===== config.mk =====
export PLATFORM = sky130hd
export DESIGN_NAME = http_request_stream_parser_flat
export DESIGN_NICKNAME = d
export VERILOG_FILES = /design/src/rtl/hrsp_pkg.sv /design/src/rtl/hrsp_if.sv /design/src/rtl/http_request_stream_parser.sv /design/src/flat_wrapper.sv
export SDC_FILE = /design/constraint.sdc
export NUM_CORES = 1
export LEC_CHECK = 0
export ABC_AREA = 1
export BUFFER_PORTS_ARGS = -buffer_cell sky130_fd_sc_hd__buf_2
export CORE_UTILIZATION = 40
export DETAILED_ROUTE_END_ITERATION = 6
export GPL_ROUTABILITY_DRIVEN = 0
export PLACE_DENSITY = 0.55
export SYNTH_ARGS = -nofsm -noshare
export SYNTH_HDL_FRONTEND = slang
export SYNTH_SLANG_ARGS = --single-unit

===== constraint.sdc =====
create_clock -name clk -period 6.79 [get_ports clk]
set_clock_uncertainty 0.05 [all_clocks]
set_input_delay 0.3395 -clock clk [delete_from_list [all_inputs] [get_ports clk]]
set_output_delay 0.3395 -clock clk [all_outputs]
set_load 0.01 [all_outputs]

===== src/rtl/hrsp_pkg.sv =====
package hrsp_pkg;

  localparam int unsigned BUFFER_BYTES_DEF = 4096;
  localparam int unsigned PATH_BYTES_DEF   = 256;
  localparam int unsigned BODY_BYTES_DEF   = 1024;
  localparam int unsigned MAX_HEADERS_DEF  = 16;

  localparam int unsigned NAME_CUT   = 63;
  localparam int unsigned VALUE_CUT  = 255;
  localparam int unsigned HOLD_DEPTH = 7;
  localparam int unsigned METH_COUNT = 5;

  typedef enum logic [2:0] {
    ROLE_OTHER     = 3'd0,
    ROLE_PATH      = 3'd1,
    ROLE_NAME      = 3'd2,
    ROLE_VALUE     = 3'd3,
    ROLE_TERM      = 3'd4,
    ROLE_BODY_KEEP = 3'd5,
    ROLE_BODY_DROP = 3'd6
  } role_t;

  typedef enum logic [2:0] {
    METH_GET     = 3'd0,
    METH_POST    = 3'd1,
    METH_PUT     = 3'd2,
    METH_DELETE  = 3'd3,
    METH_HEAD    = 3'd4,
    METH_UNKNOWN = 3'd5
  } method_t;

  typedef enum logic [7:0] {
    PH_METHOD = 8'b0000_0001,
    PH_PATH   = 8'b0000_0010,
    PH_SKIP   = 8'b0000_0100,
    PH_NAME   = 8'b0000_1000,
    PH_SEP    = 8'b0001_0000,
    PH_VALUE  = 8'b0010_0000,
    PH_DRAIN  = 8'b0100_0000,
    PH_BODY   = 8'b1000_0000
  } phase_t;

  localparam logic [7:0]  CH_CR    = 8'h0D;
  localparam logic [7:0]  CH_LF    = 8'h0A;
  localparam logic [7:0]  CH_SP    = 8'h20;
  localparam logic [7:0]  CH_COLON = 8'h3A;
  localparam logic [23:0] TAIL_END = 24'h0D0A0D;

  localparam logic [7:0] CL_NAME [14] = '{
    "c", "o", "n", "t", "e", "n", "t", "-", "l", "e", "n", "g", "t", "h"
  };
  localparam logic [7:0] CN_NAME [10] = '{
    "c", "o", "n", "n", "e", "c", "t", "i", "o", "n"
  };
  localparam logic [7:0] CLOSE_WORD [5] = '{"c", "l", "o", "s", "e"};

  localparam logic [7:0] METH_TEXT [METH_COUNT][HOLD_DEPTH] = '{
    '{"G", "E", "T", " ", 8'h00, 8'h00, 8'h00},
    '{"P", "O", "S", "T", " ", 8'h00, 8'h00},
    '{"P", "U", "T", " ", 8'h00, 8'h00, 8'h00},
    '{"D", "E", "L", "E", "T", "E", " "},
    '{"H", "E", "A", "D", " ", 8'h00, 8'h00}
  };
  localparam logic [2:0] METH_LEN [METH_COUNT] = '{3'd4, 3'd5, 3'd4, 3'd7, 3'd5};

  function automatic logic [7:0] to_lower(input logic [7:0] c);
    return (c >= "A" && c <= "Z") ? c + 8'd32 : c;
  endfunction

  function automatic logic is_eol(input logic [7:0] c);
    return (c == CH_CR) || (c == CH_LF);
  endfunction

endpackage


===== src/rtl/hrsp_if.sv =====
interface hrsp_byte_if;
  logic       valid;
  logic       ready;
  logic [7:0] data_byte;
  modport source(output valid, output data_byte, input ready);
  modport sink(input valid, input data_byte, output ready);
endinterface

interface hrsp_result_if;
  logic        valid;
  logic        ready;
  logic [2:0]  byte_role;
  logic [7:0]  byte_out;
  logic [2:0]  method;
  logic        request_done;
  logic [31:0] content_length;
  logic        conn_persist;
  logic [4:0]  header_total;
  logic [12:0] consumed_bytes;
  logic        overflow_error;
  logic        last_of_run;
  modport source(output valid, output byte_role, output byte_out, output method,
                 output request_done, output content_length, output conn_persist,
                 output header_total, output consumed_bytes, output overflow_error,
                 output last_of_run, input ready);
  modport sink(input valid, input byte_role, input byte_out, input method,
               input request_done, input content_length, input conn_persist,
               input header_total, input consumed_bytes, input overflow_error,
               input last_of_run, output ready);
endinterface


===== src/rtl/http_request_stream_parser.sv =====
// Channel   Dir  Payload                                         Handshake
// stream    in   data_byte                                       valid/ready
// result    out  byte_role, byte_out, method, request_done,      valid/ready
//                content_length, conn_persist, header_total,
//                consumed_bytes, overflow_error, last_of_run
//
// While the result register is free, one byte per cycle is classified by one
// pass of logic into it. While the method prefix is undecided (up to 7
// bytes) no result leaves; once decided, the held bytes replay one per cycle
// likewise, with stream.ready low. A synchronous reset returns the parser to
// the request line start. A stalled result register holds its transaction
// and stalls the input; a taken result frees it in the same cycle.
module http_request_stream_parser #(
  parameter int unsigned BUFFER_BYTES = hrsp_pkg::BUFFER_BYTES_DEF,
  parameter int unsigned PATH_BYTES   = hrsp_pkg::PATH_BYTES_DEF,
  parameter int unsigned BODY_BYTES   = hrsp_pkg::BODY_BYTES_DEF,
  parameter int unsigned MAX_HEADERS  = hrsp_pkg::MAX_HEADERS_DEF
) (
  input logic          clk,
  input logic          rst,
  hrsp_byte_if.sink    stream,
  hrsp_result_if.source result
);
  import hrsp_pkg::*;

  localparam int unsigned FP_W = ($clog2(PATH_BYTES) > 9) ? $clog2(PATH_BYTES) : 9;
  localparam int unsigned BC_W = $clog2(BUFFER_BYTES + 1);
  localparam int unsigned HC_W = $clog2(MAX_HEADERS + 1);
  localparam logic [FP_W-1:0] PATH_LIM = FP_W'(PATH_BYTES - 1);
  localparam logic [31:0]     BODY_LIM = 32'(BODY_BYTES - 1);
  localparam logic [BC_W-1:0] BUF_LIM  = BC_W'(BUFFER_BYTES);
  localparam logic [HC_W-1:0] HDR_LIM  = HC_W'(MAX_HEADERS);

  // parser state
  logic [7:0]      hold [HOLD_DEPTH];
  logic [7:0]      hold_next [HOLD_DEPTH];
  phase_t          phase, phase_next;
  logic [BC_W-1:0] byte_count, byte_count_next;
  logic [23:0]     tail, tail_next;
  logic [FP_W-1:0] fp, fp_next;
  logic [HC_W-1:0] hc, hc_next;
  logic [3:0]      flags, flags_next;
  logic [31:0]     len, len_next;
  logic [31:0]     rem, rem_next;
  logic            close_seen, close_seen_next;
  method_t         meth, meth_next;
  logic            replay_active, replay_active_next;
  logic            replay_full, replay_full_next;
  logic [2:0]      replay_idx, replay_idx_next;
  logic [2:0]      replay_len, replay_len_next;

  // result register
  logic        out_valid, out_valid_next;
  logic [2:0]  out_role;
  logic [7:0]  out_byte;
  logic [2:0]  out_method;
  logic        out_done;
  logic [31:0] out_length;
  logic        out_keep;
  logic [4:0]  out_headers;
  logic [12:0] out_consumed;
  logic        out_overflow;
  logic        out_last;

  logic        out_free, accept, emit;
  logic [7:0]  b;

  // classifier results
  phase_t          cls_phase;
  logic [FP_W-1:0] cls_fp;
  logic [HC_W-1:0] cls_hc;
  logic [3:0]      cls_flags;
  logic [31:0]     cls_len, cls_rem;
  logic            cls_close, cls_done;
  logic [23:0]     cls_tail;
  role_t           cls_role;

  assign out_free     = !out_valid || result.ready;
  assign stream.ready = out_free && !replay_active;
  assign accept       = stream.valid && stream.ready;
  assign b            = replay_active ? hold[replay_idx] : stream.data_byte;

  always_comb begin
    logic [7:0]  lc;
    logic        stop, do_value, endm, eq14, eq10;
    logic [35:0] prod;
    lc        = to_lower(b);
    cls_phase = phase;
    cls_fp    = fp;
    cls_hc    = hc;
    cls_flags = flags;
    cls_len   = len;
    cls_rem   = rem;
    cls_close = close_seen;
    cls_done  = 1'b0;
    cls_tail  = tail;
    cls_role  = ROLE_OTHER;
    stop      = 1'b0;
    do_value  = 1'b0;
    eq14      = 1'b0;
    eq10      = 1'b0;
    prod      = '0;
    endm      = (tail == TAIL_END) && (b == CH_LF);
    if (phase == PH_BODY) begin
      cls_role = ((len - rem) < BODY_LIM) ? ROLE_BODY_KEEP : ROLE_BODY_DROP;
      if (rem != 32'd0) cls_rem = rem - 32'd1;
      if (cls_rem == 32'd0) cls_done = 1'b1;
    end else begin
      cls_tail = {tail[15:0], b};
      unique case (phase)
        PH_PATH: begin
          if (b == CH_SP) begin
            cls_phase = PH_SKIP;
          end else if (is_eol(b)) begin
            cls_role = ROLE_TERM;
            if (b == CH_LF) begin
              cls_phase = PH_NAME;
              cls_fp    = '0;
            end else begin
              cls_phase = PH_SKIP;
            end
          end else begin
            cls_role = ROLE_PATH;
            cls_fp   = fp + 1'b1;
            if (cls_fp >= PATH_LIM) cls_phase = PH_SKIP;
          end
        end
        PH_NAME: begin
          if (fp == '0) begin
            if (is_eol(b)) begin
              cls_phase = PH_DRAIN;
              cls_role  = ROLE_TERM;
              stop      = 1'b1;
            end else if (hc >= HDR_LIM) begin
              cls_phase = PH_SKIP;
              stop      = 1'b1;
            end else begin
              cls_hc    = hc + 1'b1;
              cls_flags = cls_flags | 4'b0011;
            end
          end
          if (!stop) begin
            if (b == CH_COLON || b == CH_CR) begin
              // close the name: candidates must match the full length
              eq14      = cls_flags[0] && (fp == FP_W'(14)) && !cls_flags[2];
              eq10      = cls_flags[1] && (fp == FP_W'(10)) && !cls_flags[3];
              cls_flags = {cls_flags[3:2], 2'b00} | {eq10, eq14, eq10, eq14};
              cls_fp    = '0;
              if (b == CH_COLON) begin
                cls_phase = PH_SEP;
              end else begin
                cls_flags = {cls_flags[3:2], 2'b00};
                cls_phase = PH_SKIP;
                cls_role  = ROLE_TERM;
              end
            end else begin
              cls_role = ROLE_NAME;
              if (!(fp < FP_W'(14) && lc == CL_NAME[fp[3:0]])) cls_flags[0] = 1'b0;
              if (!(fp < FP_W'(10) && lc == CN_NAME[fp[3:0]])) cls_flags[1] = 1'b0;
              cls_fp = fp + 1'b1;
              if (cls_fp >= FP_W'(NAME_CUT)) begin
                eq14      = cls_flags[0] && (cls_fp == FP_W'(14)) && !cls_flags[2];
                eq10      = cls_flags[1] && (cls_fp == FP_W'(10)) && !cls_flags[3];
                cls_flags = {cls_flags[3:2], 2'b00} | {eq10, eq14, eq10, eq14};
                cls_fp    = '0;
                cls_phase = PH_SEP;
              end
            end
          end
        end
        PH_SEP: begin
          if (!(b == CH_COLON || b == CH_SP)) do_value = 1'b1;
        end
        PH_VALUE: do_value = 1'b1;
        PH_DRAIN: cls_role = is_eol(b) ? ROLE_TERM : ROLE_OTHER;
        PH_SKIP, PH_METHOD, PH_BODY: begin
          if (b == CH_LF) begin
            cls_phase = PH_NAME;
            cls_fp    = '0;
            cls_role  = ROLE_TERM;
          end else if (b == CH_CR) begin
            cls_role = ROLE_TERM;
          end
        end
        default: cls_role = ROLE_OTHER;
      endcase
      if (do_value) begin
        cls_phase = PH_VALUE;
        if (is_eol(b)) begin
          if (flags[1] && fp == FP_W'(5)) cls_close = 1'b1;
          cls_flags = {flags[3:2], 2'b00};
          cls_role  = ROLE_TERM;
          if (b == CH_CR) begin
            cls_phase = PH_SKIP;
          end else begin
            cls_phase = PH_NAME;
            cls_fp    = '0;
          end
        end else begin
          cls_role = ROLE_VALUE;
          if (flags[0]) begin
            if (b >= "0" && b <= "9") begin
              prod    = {4'b0, len} * 36'd10 + {32'b0, b[3:0]};
              cls_len = (prod[35:32] != 4'd0) ? 32'hFFFF_FFFF : prod[31:0];
            end else begin
              cls_flags[0] = 1'b0;
            end
          end
          if (flags[1] && !(fp < FP_W'(5) && lc == CLOSE_WORD[fp[2:0]])) begin
            cls_flags[1] = 1'b0;
          end
          cls_fp = fp + 1'b1;
          if (cls_fp >= FP_W'(VALUE_CUT)) begin
            if (cls_flags[1] && cls_fp == FP_W'(5)) cls_close = 1'b1;
            cls_flags = {cls_flags[3:2], 2'b00};
            cls_phase = PH_SKIP;
          end
        end
      end
      if (endm) begin
        if (cls_flags[2] && cls_len != 32'd0) begin
          cls_phase = PH_BODY;
          cls_rem   = cls_len;
        end else begin
          cls_done = 1'b1;
        end
      end
    end
  end

  always_comb begin
    logic [7:0]      hold_new [HOLD_DEPTH];
    logic [2:0]      cnt;
    logic            any, full, mt, last, done, clear;
    method_t         full_m;
    logic [BC_W-1:0] bc_now;
    role_t           role;
    logic [BC_W+12:0] bc_ext;
    logic [HC_W+4:0]  hc_ext;
    hold_next          = hold;
    phase_next         = phase;
    tail_next          = tail;
    fp_next            = fp;
    hc_next            = hc;
    flags_next         = flags;
    len_next           = len;
    rem_next           = rem;
    close_seen_next    = close_seen;
    meth_next          = meth;
    replay_active_next = replay_active;
    replay_full_next   = replay_full;
    replay_idx_next    = replay_idx;
    replay_len_next    = replay_len;
    hold_new           = hold;
    cnt                = '0;
    any                = 1'b0;
    full               = 1'b0;
    mt                 = 1'b0;
    full_m             = METH_UNKNOWN;
    emit               = 1'b0;
    last               = 1'b0;
    done               = 1'b0;
    clear              = 1'b0;
    role               = ROLE_OTHER;
    bc_now             = accept ? byte_count + 1'b1 : byte_count;

    if (replay_active && out_free) begin
      emit            = 1'b1;
      last            = (replay_idx == replay_len - 3'd1);
      replay_idx_next = replay_idx + 3'd1;
      if (last) replay_active_next = 1'b0;
      if (replay_full) begin
        tail_next = {tail[15:0], b};
      end else begin
        role = cls_role;
        done = cls_done;
      end
    end else if (accept) begin
      if (phase == PH_METHOD) begin
        hold_new[fp[2:0]] = b;
        cnt = fp[2:0] + 3'd1;
        for (int m = 0; m < METH_COUNT; m++) begin
          mt = (cnt <= METH_LEN[m]);
          for (int i = 0; i < HOLD_DEPTH; i++) begin
            if (3'(i) < cnt && hold_new[i] != METH_TEXT[m][i]) mt = 1'b0;
          end
          any = any | mt;
          if (mt && cnt == METH_LEN[m]) begin
            full   = 1'b1;
            full_m = method_t'(3'(m));
          end
        end
        hold_next = hold_new;
        fp_next   = FP_W'(cnt);
        if (full || !any || cnt == 3'(HOLD_DEPTH)) begin
          // prefix decided: replay the held bytes
          meth_next          = full ? full_m : METH_UNKNOWN;
          phase_next         = PH_PATH;
          fp_next            = '0;
          replay_active_next = 1'b1;
          replay_full_next   = full;
          replay_idx_next    = '0;
          replay_len_next    = cnt;
        end
      end else begin
        emit = 1'b1;
        last = 1'b1;
        role = cls_role;
        done = cls_done;
      end
    end

    if (emit && !(replay_active && replay_full)) begin
      phase_next      = cls_phase;
      tail_next       = cls_tail;
      fp_next         = cls_fp;
      hc_next         = cls_hc;
      flags_next      = cls_flags;
      len_next        = cls_len;
      rem_next        = cls_rem;
      close_seen_next = cls_close;
    end

    bc_ext = {13'b0, bc_now};
    hc_ext = {5'b0, hc_next};
    byte_count_next = bc_now;
    if (emit && last && (done || bc_now >= BUF_LIM)) clear = 1'b1;

    out_valid_next = emit ? 1'b1 : (result.ready ? 1'b0 : out_valid);
    out_role       = role;
    out_byte       = b;
    out_method     = meth_next;
    out_done       = emit && last && done;
    out_length     = len_next;
    out_keep       = !close_seen_next;
    out_headers    = hc_ext[4:0];
    out_consumed   = (emit && last && done) ? bc_ext[12:0] : 13'd0;
    out_overflow   = emit && last && !done && (bc_now >= BUF_LIM);
    out_last       = last;

    if (clear) begin
      for (int i = 0; i < HOLD_DEPTH; i++) hold_next[i] = 8'h00;
      phase_next         = PH_METHOD;
      byte_count_next    = '0;
      tail_next          = '0;
      fp_next            = '0;
      hc_next            = '0;
      flags_next         = '0;
      len_next           = '0;
      rem_next           = '0;
      close_seen_next    = 1'b0;
      meth_next          = METH_UNKNOWN;
      replay_active_next = 1'b0;
    end
  end

  always_ff @(posedge clk) begin
    if (rst) begin
      for (int i = 0; i < HOLD_DEPTH; i++) hold[i] <= 8'h00;
      phase         <= PH_METHOD;
      byte_count    <= '0;
      tail          <= '0;
      fp            <= '0;
      hc            <= '0;
      flags         <= '0;
      len           <= '0;
      rem           <= '0;
      close_seen    <= 1'b0;
      meth          <= METH_UNKNOWN;
      replay_active <= 1'b0;
      replay_full   <= 1'b0;
      replay_idx    <= '0;
      replay_len    <= '0;
      out_valid     <= 1'b0;
    end else begin
      hold          <= hold_next;
      phase         <= phase_next;
      byte_count    <= byte_count_next;
      tail          <= tail_next;
      fp            <= fp_next;
      hc            <= hc_next;
      flags         <= flags_next;
      len           <= len_next;
      rem           <= rem_next;
      close_seen    <= close_seen_next;
      meth          <= meth_next;
      replay_active <= replay_active_next;
      replay_full   <= replay_full_next;
      replay_idx    <= replay_idx_next;
      replay_len    <= replay_len_next;
      out_valid     <= out_valid_next;
    end
  end

  // payload of the result register: load on each emitted transaction
  always_ff @(posedge clk) begin
    if (emit) begin
      result.byte_role      <= out_role;
      result.byte_out       <= out_byte;
      result.method         <= out_method;
      result.request_done   <= out_done;
      result.content_length <= out_length;
      result.conn_persist   <= out_keep;
      result.header_total   <= out_headers;
      result.consumed_bytes <= out_consumed;
      result.overflow_error <= out_overflow;
      result.last_of_run    <= out_last;
    end
  end

  assign result.valid = out_valid;

  a_replay_blocks_input: assert property (@(posedge clk) disable iff (rst)
    replay_active |-> !stream.ready)
    else $error("input ready during prefix replay");

  a_body_nonzero: assert property (@(posedge clk) disable iff (rst)
    (phase == PH_BODY) |-> (rem != 32'd0))
    else $error("body phase with no bytes remaining");

  a_header_bound: assert property (@(posedge clk) disable iff (rst)
    hc <= HDR_LIM)
    else $error("header count past limit");

  a_replay_in_path: assert property (@(posedge clk) disable iff (rst)
    replay_active |-> (phase != PH_METHOD) && (replay_idx < replay_len))
    else $error("replay outside path phase");

endmodule


===== src/flat_wrapper.sv =====
// flat-port wrapper written by rule: the top's interface ports become plain ports
module http_request_stream_parser_flat import hrsp_pkg::*;
#(
  parameter int unsigned BUFFER_BYTES = hrsp_pkg::BUFFER_BYTES_DEF,
  parameter int unsigned PATH_BYTES   = hrsp_pkg::PATH_BYTES_DEF,
  parameter int unsigned BODY_BYTES   = hrsp_pkg::BODY_BYTES_DEF,
  parameter int unsigned MAX_HEADERS  = hrsp_pkg::MAX_HEADERS_DEF
)
  (clk, rst, stream_valid, stream_data_byte, stream_ready, result_valid, result_byte_role, result_byte_out, result_method, result_request_done, result_content_length, result_conn_persist, result_header_total, result_consumed_bytes, result_overflow_error, result_last_of_run, result_ready);
  hrsp_byte_if stream_i ();
  hrsp_result_if result_i ();
  input logic clk;
  input logic rst;
  input wire logic [$bits(stream_i.valid)-1:0] stream_valid;
  input wire logic [$bits(stream_i.data_byte)-1:0] stream_data_byte;
  output wire logic [$bits(stream_i.ready)-1:0] stream_ready;
  output wire logic [$bits(result_i.valid)-1:0] result_valid;
  output wire logic [$bits(result_i.byte_role)-1:0] result_byte_role;
  output wire logic [$bits(result_i.byte_out)-1:0] result_byte_out;
  output wire logic [$bits(result_i.method)-1:0] result_method;
  output wire logic [$bits(result_i.request_done)-1:0] result_request_done;
  output wire logic [$bits(result_i.content_length)-1:0] result_content_length;
  output wire logic [$bits(result_i.conn_persist)-1:0] result_conn_persist;
  output wire logic [$bits(result_i.header_total)-1:0] result_header_total;
  output wire logic [$bits(result_i.consumed_bytes)-1:0] result_consumed_bytes;
  output wire logic [$bits(result_i.overflow_error)-1:0] result_overflow_error;
  output wire logic [$bits(result_i.last_of_run)-1:0] result_last_of_run;
  input wire logic [$bits(result_i.ready)-1:0] result_ready;
  assign stream_i.valid = stream_valid;
  assign stream_i.data_byte = stream_data_byte;
  assign stream_ready = stream_i.ready;
  assign result_valid = result_i.valid;
  assign result_byte_role = result_i.byte_role;
  assign result_byte_out = result_i.byte_out;
  assign result_method = result_i.method;
  assign result_request_done = result_i.request_done;
  assign result_content_length = result_i.content_length;
  assign result_conn_persist = result_i.conn_persist;
  assign result_header_total = result_i.header_total;
  assign result_consumed_bytes = result_i.consumed_bytes;
  assign result_overflow_error = result_i.overflow_error;
  assign result_last_of_run = result_i.last_of_run;
  assign result_i.ready = result_ready;
  http_request_stream_parser #(.BUFFER_BYTES(BUFFER_BYTES), .PATH_BYTES(PATH_BYTES), .BODY_BYTES(BODY_BYTES), .MAX_HEADERS(MAX_HEADERS)) u_core (.clk(clk), .rst(rst), .stream(stream_i), .result(result_i));
endmodule

== Word level (Yosys, flattened, before mapping) ==
Memory sizes are Yosys's and may differ from the RTL's.
Cells that the tools add are included.

* Add/sub/neg operators: 10
* Bitwise logic cells: 11
* Equality and inequality tests: 49
* Magnitude comparators: 26
* Shifts and indexed selects: 0
* Mux-type cells: 234
* Reductions and logical operators: 103
* Div/mod/pow operators: 0
* Multipliers: 1

{| class="wikitable"
|+ Operators with widths
! kind !! count
|-
| $mux 32 || 13
|-
| $mux 8 || 31
|-
| $ne 8x7->1 const B || 16
|-
| $mux 9 || 14
|-
| $mux 1 || 108
|-
| $mux 24 || 4
|-
| $mux 3 || 31
|-
| $reduce_bool 32->1 || 2
|-
| $bwmux 56 || 1
|-
| $logic_and 1x1->1 || 56
|-
| $mux 4 || 11
|-
| $add 36x4->36 || 1
|-
| $eq 9x4->1 const B || 4
|-
| $mul 32x3->35 const B || 1
|-
| $mux 5 || 7
|-
| $logic_not 32->1 || 1
|-
| $lt 32x10->1 const B || 1
|-
| $sub 32x1->32 const B || 1
|-
| $sub 32x32->32 || 1
|-
| $pmux 9 s3 || 1
|-
| $bmux 8 s3 || 1
|-
| $demux 8 s3 || 1
|-
| $eq 24x20->1 const B || 1
|-
| $eq 8x4->1 const B || 3
|-
| other kinds (59) || 123
|}

* Bits in read-only memories: 320
* Input port bits: 12
* Logic and storage cells: 470
* Memories kept: 3
* Flip-flop bits (word level): 264
* Output and inout bits: 70
* Bits in writable memories: 0
* Latch bits: 0

{| class="wikitable"
|+ Memory list
! name !! words !! bits a word !! rd ports !! clocked after Yosys merged registers in !! wr ports !! line !! RTL
|-
| (no name shown) || 16 || 8 || 1 || 0 || 0 || http_request_stream_parser.sv:158 || <nowiki>if (!(fp < FP_W'(14) && lc == CL_NAME[fp[3:0]])) cls_flags[0] = 1'b0;</nowiki>
|-
| (no name shown) || 16 || 8 || 1 || 0 || 0 || http_request_stream_parser.sv:159 || <nowiki>if (!(fp < FP_W'(10) && lc == CN_NAME[fp[3:0]])) cls_flags[1] = 1'b0;</nowiki>
|-
| (no name shown) || 8 || 8 || 1 || 0 || 0 || http_request_stream_parser.sv:209 || <nowiki>if (flags[1] && !(fp < FP_W'(5) && lc == CLOSE_WORD[fp[2:0]])) begin</nowiki>
|}

== Depth between registers and ports, before layout ==
Gate-level depths: netlist of the first run.

* Word-level depth: 42
* Mapped depth: 40
* Depth with buffers taken out: 36

== Least setup slack after synthesis of the first run ==
OpenSTA, ideal clock, no wires.

* Path kind: reg2reg
* From: register u_core.replay_idx[0]
* To: register u_core.hold[20] (netlist name)
* Path buffers: 6
* Clock period less this slack: 4.845 ns
* Setup time: 0.119 ns
* Cell stages (with the launch flop): 40
* Required time: 6.621 ns
* Data arrival time: 4.676 ns
* Setup slack: 1.945 ns
* Path through: dfxtp_1 -> buf_2 -> buf_2 -> nand2_1 -> o211ai_1 -> nand3_1 -> nand3_1 -> nand2_1 -> clkbuf_1 -> ha_1 -> nand2_1 -> nor2_1 -> nor2_1 -> nor2_1 -> nand3_1 -> nor2_1 -> nand4_1 -> nor2_1 -> [4 not listed] -> nand2_1 -> nor2_2 -> buf_4 -> nand3_1 -> o21ai_0 -> nand2_1 -> nor2_1 -> nand2_1 -> nor2_1 -> nand2_1 -> nand2_1 -> nand2_1 -> nand2_1 -> nand3_2 -> nand2_4 -> buf_8 -> buf_6 -> nor2_2

* Cells in the longest elaborated chain, start to end: 37
* Elaborated cells on any way between the ends: 77
* Those cells by class: 2 x add/sub; 4 x order compare; 6 x eq/ne; 44 x mux; 3 x bitwise; 18 x reduce/logical

{| class="wikitable"
|+ Ends and longest elaborated chain
! element !! line !! RTL
|-
| start, declared || http_request_stream_parser.sv:49 || <nowiki>logic [2:0] replay_idx, replay_idx_next;</nowiki>
|-
| start signal, assigned || http_request_stream_parser.sv:389 || <nowiki>replay_idx <= replay_idx_next;</nowiki>
|-
| $not 3->4 (implied by the code) (*) || http_request_stream_parser.sv:81 || <nowiki>assign b = replay_active ? hold[replay_idx] : stream.data_byte;</nowiki>
|-
| $bmux 8 s3 (*) || http_request_stream_parser.sv:81 ||
|-
| $mux 8 (implied by the code) (*) (2 in a row) || http_request_stream_parser.sv:81 ||
|-
| $mux 8 (*) || http_request_stream_parser.sv:81 ||
|-
| net u_core.b[3] || http_request_stream_parser.sv:66 || <nowiki>logic [7:0] b;</nowiki>
|-
| parallel branches: the longest is 23 deep, another holds $ge 8x7->1 || - ||
|-
| $mux 1 (*) || http_request_stream_parser.sv:220 || <nowiki>if (endm) begin</nowiki>
|-
| $mux 1 (*) || http_request_stream_parser.sv:104 || <nowiki>if (phase == PH_BODY) begin</nowiki>
|-
| $mux 1 || http_request_stream_parser.sv:279 || <nowiki>if (phase == PH_METHOD) begin</nowiki>
|-
| $mux 1 || http_request_stream_parser.sv:278 || <nowiki>end else if (accept) begin</nowiki>
|-
| $mux 1 (*) || http_request_stream_parser.sv:267 || <nowiki>if (replay_active && out_free) begin</nowiki>
|-
| $logic_or 1x1->1 (*) || http_request_stream_parser.sv:327 || <nowiki>if (emit && last && (done || bc_now >= BUF_LIM)) clear = 1'b1;</nowiki>
|-
| $logic_and 1x1->1 (*) || http_request_stream_parser.sv:327 ||
|-
| $mux 1 (*) || http_request_stream_parser.sv:327 ||
|-
| $reduce_or 2->1 (no source line) (*) || - ||
|-
| end signal, assigned || http_request_stream_parser.sv:376 || <nowiki>hold <= hold_next;</nowiki>
|-
| end, declared || http_request_stream_parser.sv:35 || <nowiki>logic [7:0] hold [HOLD_DEPTH];</nowiki>
|}

Mark *: on every way through the listed nets, which the timed path passes. The select of a mux whose other input is x is not followed.
A chain may end at the register's enable or synchronous reset.

== Worst setup path after layout of the first run ==
* From: register u_core.replay_idx[2]
* To: register u_core.rem[4]

* Cells in the longest elaborated chain, start to end: 37
* Elaborated cells on any way between the ends: 82
* Those cells by class: 2 x add/sub; 4 x order compare; 6 x eq/ne; 46 x mux; 3 x bitwise; 21 x reduce/logical

{| class="wikitable"
|+ Ends and longest elaborated chain
! element !! line !! RTL
|-
| $not 3->4 (implied by the code) (*) || http_request_stream_parser.sv:81 ||
|-
| $bmux 8 s3 (*) || http_request_stream_parser.sv:81 ||
|-
| $mux 8 (implied by the code) (*) (2 in a row) || http_request_stream_parser.sv:81 ||
|-
| $mux 8 (*) || http_request_stream_parser.sv:81 ||
|-
| net u_core.b[1] || http_request_stream_parser.sv:66 ||
|-
| parallel branches: the longest is 32 deep, another holds $ge 8x7->1 || - ||
|-
| end signal, assigned || http_request_stream_parser.sv:384 || <nowiki>rem <= rem_next;</nowiki>
|-
| end, declared || http_request_stream_parser.sv:44 || <nowiki>logic [31:0] rem, rem_next;</nowiki>
|}

Marked as above.

==> results of run 1 <==
cells by family after synthesis:
kind of cell / share of synthesized area, %
xor gates and xnor gates: 3.193
and+or+nand+nor: 36.56
adders and majority gates: 6.889
buffers and inverters: 11.99
DFF: 27.88
AOI/OAI and AO/OA: 13.15
muxes: 0.3275
metal layers:
| layer | vias up | track usage [%] | share of wire (%) |
|---|---|---|---|
| li1 | 11260 | - | - |
| met4 | 0 | 8.538 | 3.1 |
| met3 | 140 | 5.225 | 9.1 |
| met2 | 824 | 38.76 | 40 |
| met5 | - | 0 | 0 |
| met1 | 10400 | 38.72 | 48 |
layout by cell type, fill, tap and decap left out, drive strengths merged, types with 10 or more instances in the layout:
| cell type | synthesis | routed |
|---|---|---|
| o21ai | 287 | 287 |
| a31oi | 14 | 14 |
| a21oi | 120 | 120 |
| o22ai | 10 | 10 |
| edfxtp | 68 | 68 |
| xor2 | 63 | 63 |
| ha | 113 | 113 |
| inv | 528 | 529 |
| nor3 | 52 | 52 |
| xnor2 | 15 | 15 |
| nor4 | 17 | 17 |
| nand4 | 61 | 61 |
| dfxtp | 196 | 196 |
| or2 | 25 | 25 |
| nand3 | 254 | 254 |
| o211ai | 16 | 16 |
| clkbuf | 55 | 41 |
| clkinv | 2 | 11 |
| nor2 | 504 | 504 |
| nand2 | 931 | 933 |
| nand3b | 13 | 13 |
| buf | 49 | 120 |
critical path: cells and delay by family, from the launching register on:
family	cells	cell delay, ps
buffers and inverters	9	1550
adder cells (fa/ha/maj)	2	530
AND/OR/NAND/NOR	26	3040
flip-flops	1	660
AO/OA/AOI/OAI	1	90
repair_timing:
item / 4_1_cts / 5_1_grt
buffers inserted: 0 / 2
endpoints found under the setup margin: 0 / 159
gates resized for setup: 0 / 3
per-stage QoR:
step / std cells / power, uW / instance area (um^2)
6_report: 4235 / 6965 / 23590
5_1_grt: 4235 / 7432 / 23590
4_1_cts: 4231 / 6981 / 23540
3_5_place_dp: 4173 / 5140 / 22440
3_3_place_gp: 4173 / 5112 / 22440
2_1_floorplan: 3471 / 4189 / 21390
worst paths after layout:
path / slack (ps) / to / depth (start not counted) / from
worst min-delay path: 80 / u_core.result.valid$_SDFFE_PP0P_ / 2 / rst
worst max register to register: 770 / u_core.rem[4]$_SDFFE_PP0P_ / 38 / u_core.replay_idx[2]$_SDFFE_PP0P_
worst min register to register: 410 / u_core.replay_len[1]$_SDFFE_PP0P_ / 2 / u_core.replay_len[1]$_SDFFE_PP0P_
worst max-delay path: 770 / u_core.rem[4]$_SDFFE_PP0P_ / 38 / u_core.replay_idx[2]$_SDFFE_PP0P_
cell type report:
| type | count | area, um^2 |
|---|---|---|
| well taps | 688 | 860.8 |
| clock buffers | 41 | 853.3 |
| clock inverters | 17 | 249.0 |
| inverters | 530 | 1991 |
| flip-flops and latches | 264 | 5966 |
| fillers | 5608 | 29070 |
| repair buffers | 120 | 730.7 |
| multi-input cells | 2575 | 12940 |
power by group:
part           internal, uW  leakage, uW  switching (uW)
Combinational           833      0.00872            2050
Clock                  1080     0.000535             728
Sequential             2080      0.00225             190
flip-flops by register name, summed over array words and instances, names as in the netlist, 4 cells and up:
signal / flops
u_core.hc: 5
u_core.result.header_total: 5
u_core.rem: 32
u_core.phase: 8
u_core.len: 32
u_core.result.content_length: 32
u_core.hold: 56
u_core.tail: 24
u_core.flags: 4
u_core.fp: 9
u_core.result.byte_out: 8
u_core.result.consumed_bytes: 13
u_core.byte_count: 13
==> results by group, run 1 <==
Status
  – Status: finished, final reports clean

Routing
  – WL final: 73.86 mm
  – Routed Antenna Nets: 0
  – Routed wire per std cell: 17.44 um
  – First drt pass iteration count: 6
  – Remaining DRCs: 0
  – Iter 0 DRT Violations: 1893
  – DR vias/cell: 5.342
  – DR vias: 22.63k

Global routing
  – Vias in the first global route: 20.50k
  – Global route overflow: 0
  – GRT Overall Usage: 26.58%
  – Largest net degree at the start of global routing: 69
  – First-pass GRT wire length: 113.3 mm
  – Initial antenna violation count: 0

Timing
  – Worst-margin pin slew: 1118 ps
  – Setup ws final: 767.5 ps
  – Final period utilization: 88.70%
  – RSZ-0062 raised after global routing: no
  – Count of final setup violators: 0
  – Final Hold Vio Count: 0
  – Final Max Tran Viols: 0
  – Hold_ws: 80.02 ps
  – Min Tclk post-route: 6022 ps
  – Total Negative Setup Slacks: 0 ps
  – Fmax: 0.1660 GHz
  – Relative slew slack: 25.18%

Final layout
  – Nets: 3650
  – Layout cells sized above 1: 6.823%
  – Area growth from synthesis to layout: 10.26%
  – ANT cells: 0
  – Final core occ: 44.80%

Yosys
  – Post-synthesis cell count: 3471
  – Synth area leader: dfxtp_1
  – Post-synth EDFFs: 68
  – Syn avg cell area: 6.164 um^2
  – Largest cells by area after synthesis: dfxtp_1 18%, nand2_1 16%, edfxtp_1 9.5%, inv_1 9.1%, nor2_1 8.5%
  – Dominant synthesized flop cell: dfxtp_1
  – Seq/Total Area, Yosys: 27.88%
  – Syn. warnings: 0
  – Post-synth ARST share: 0%
  – Post-synthesis register bit count: 264
  – Synth top area share: 18.34%
  – Synthesized area: 21390 um^2
  – Synth cell count leaders: 927 x nand2_1, 519 x inv_1, 486 x nor2_1, 277 x o21ai_0, 251 x nand3_1
  – Mapped Nets: 3599
  – Synth cell types: 63
  – Count leader, synth: nand2_1

Die
  – Std cell rows: 84
  – Die Width: 233.3 um
  – Die ar.: 54410 um^2
  – I/O Pins: 82
  – Die Ht: 233.3 um
  – Initial core utilization: 40.63%
  – Core area: 52660 um^2

Worst setup path
  – CP most frequent cell: nand2_1
  – Slowest stage delay, CP: 660 ps
  – Critical Path Slowest Stage Cell: dfxtp_1
  – Setup CP Type: flip-flop to flip-flop
  – Crit. End Element: flip-flop
  – CP Launch Type: flip-flop
  – Crit path required time: 7290 ps
  – Arr. time, crit path: 6520 ps
  – Crit-path max FO: 33

CTS
  – Longest Clk Path Bufs: 3
  – CTS Sinks: 264
  – CTS tree: built
  – CTS root buffer: clkbuf_16
  – Clock latency on the worst-skew pair: 620 ps
  – Cts bufs inserted: 31
  – CTS clk-pin slew, worst paths: 60 ps
  – Hold_buf cts: 0
  – CTS HTree Levels: 1

Placement
  – Port Buf Inserts: 81
  – Placed wire-length estimate: 57.21 mm
  – Place WS: 343.7 ps

Power
  – Leak: 0.01150 uW
  – Pwr/cell area: 295.3 nW/um^2
  – VDD IR max: 234.3 uV

Hold path
  – Min-delay worst type: primary input to flip-flop

Job
  – Max-cap viol count: 0
No activity file was read; power rests on OpenSTA's default activity.
==> run 2, diff against run 1 <==
clock period = 5.7 ns   (was 6.79 ns; I/O delays follow)
==> results by group, run 2 (synthesis results as in run 1) <==
Global routing
  – GRT Overall Usage: 26.29%
  – Global route overflow: 0
  – Largest net degree at the start of global routing: 71
  – Initial antenna violation count: 0
  – First-pass GRT wire length: 112.6 mm
  – Vias in the first global route: 20.21k

Timing
  – Worst-margin pin slew: 1639 ps
  – Final Max Tran Viols: 7
  – Count of final setup violators: 0
  – Setup ws final: 330.5 ps
  – Final period utilization: 94.20%
  – Relative slew slack: -9.689%
  – Final Hold Vio Count: 0
  – Min Tclk post-route: 5369 ps
  – Fmax: 0.1862 GHz

Placement
  – Port Buf Inserts: 81
  – Place WS: 130.0 ps
  – Placed wire-length estimate: 56.57 mm
  – Placed cell count: 4197

Hold path
  – Min-delay worst type: primary input to flip-flop
  – Hold Path Depth: 6
  – Hold Path Origin: result_ready
  – Hold EP: u_core.result.valid$_SDFFE_PP0P_

Die
  – Die ar.: 54410 um^2
  – Core area: 52660 um^2
  – Die Width: 233.3 um
  – Initial core utilization: 40.63%
  – I/O Pins: 82
  – Die Ht: 233.3 um
  – Std cell rows: 84

Worst setup path
  – CP Launch Type: flip-flop
  – Arr. time, crit path: 5810 ps
  – Crit path required time: 6140 ps
  – Critical Path Slowest Stage Cell: dfxtp_1
  – Slowest stage delay, CP: 430 ps
  – Crit-path max FO: 16
  – Crit. End Element: flip-flop
  – R2R cell count: 35
  – R2r setup slk: 330 ps
  – Setup CP Type: flip-flop to flip-flop
  – CP most frequent cell: nand2_1
  – Worst reg2reg path startpoint: u_core.len[2]$_SDFF_PP0_
  – FF-to-FF End: u_core.hold[21]$_SDFFE_PP0P_

Final layout
  – Nets: 3696
  – Final Non-Filler Cells: 4280
  – Layout cells sized above 1: 8.658%
  – Commonest cells after routing, fill and taps aside: 921 x nand2_1, 518 x inv_1, 477 x nor2_1
  – Area growth from synthesis to layout: 13.39%
  – ANT cells: 0
  – Filler Cell Count: 5601
  – Max reg flops: 56
  – Top reg by flops: u_core.hold
  – Commonest non-fill, non-tap cell in the layout: nand2_1

Power
  – Leak: 0.01186 uW
  – VDD IR max: 283.3 uV
  – Pwr/cell area: 338.6 nW/um^2

Routing
  – Routed wire per std cell: 17.56 um
  – First drt pass iteration count: 6
  – WL final: 75.15 mm
  – Iter 0 DRT Violations: 2166
  – Remaining DRCs: 0
  – DR vias: 22.92k
  – Routed Antenna Nets: 0
  – DR vias/cell: 5.356

CTS
  – Cts bufs inserted: 30
  – CTS root buffer: clkbuf_16
  – Longest Clk Path Bufs: 3
  – CTS Sinks: 264
  – CTS tree: built
  – Clock latency on the worst-skew pair: 610 ps
  – CTS HTree Levels: 1
  – CTS clk-pin slew, worst paths: 60 ps

Status
  – Status: complete, but fails checks
  – Failing checks: max-capacitance violations, max-slew violations

Job
  – Max-cap viol count: 1
[run 2: cell types whose count changed in the layout (fill, tap and decap cells not counted), sizes merged]
cell	previous run	this run
inv	529	527
nand2	933	935
buf	120	156
clkinv	11	10
dlygate4sd3	0	1
bufinv	5	2
clkinvlp	2	1
clkbuf	41	54
[run 2: routing by layer]
layer | track usage (%) | up-vias | routed length [um]
met4 | 6.883 | 0 | 1878
met5 | 0 | - | 0
li1 | - | 11360 | -
met3 | 3.149 | 116 | 5913
met2 | 38.86 | 879 | 31280
met1 | 39.71 | 10570 | 36090
[run 2: cell type report]
type	instances	area [um^2]	area share, %
Multi-Input combinational cell	2577	13060	53.85
Sequential cell	264	5984	24.67
Inverter	530	1991	8.206
Timing Repair Buffer	165	1363	5.617
Clock buffer	46	872.1	3.595
Tap cell	688	860.8	3.549
Clock inverter	10	125.1	0.5158
[run 2: worst max-delay path, delay by kind of cell, from the launching register on]
kind,cells,cell delay [ps]
flip-flops,1,430
adder cells (fa/ha/maj),3,840
AND/OR/NAND/NOR,27,3120
buffers and inverters,5,790
[run 2: timing repair]
action                                  4_1_cts  5_1_grt
gates resized for setup                       0       51
hold buffers                                  1        0
hold endpoints to repair                      2        0
setup buffers                                 0        8
endpoints found under the setup margin        0      201
[run 2: worst max-delay path by stage]
stage,from,end,slack [ps],cells past startpoint
after CTS,u_core.replay_idx[0]$_SDFFE_PP0P_,u_core.len[8]$_SDFF_PP0_,90,37
after floorplan,u_core.replay_idx[0]$_SDFFE_PP0P_,u_core.hold[20]$_SDFFE_PP0P_,860,39
final,u_core.len[2]$_SDFF_PP0_,u_core.hold[21]$_SDFFE_PP0P_,330,35
after detailed placement,u_core.len[17]$_SDFF_PP0_,u_core.len[12]$_SDFF_PP0_,130,33
after global routing,u_core.len[2]$_SDFF_PP0_,u_core.rem[30]$_SDFFE_PP0P_,-60,35
after global placement,u_core.replay_idx[0]$_SDFFE_PP0P_,u_core.len[11]$_SDFF_PP0_,190,37
[run 2: power by group]
| group | internal [uW] | switching, uW | total (uW) |
|---|---|---|---|
| logic | 1050 | 2460 | 3510 |
| clock network | 1140 | 853 | 2000 |
| registers | 2480 | 222 | 2700 |
[run 2: through the flow]
step	hold slack, ps	TNS (ps)	total power (uW)	instance area [um^2]	util [%]
4_1_cts	73.24	0	8141	23690	44.98
6_report	97.28	0	8214	24260	46.07
3_5_place_dp	408.9	0	6121	22680	43.07
3_3_place_gp	404.1	0	6100	22680	43.07
5_1_grt	130.9	-5885	8748	24260	46.07
2_1_floorplan	304.1	0	4990	21390	-
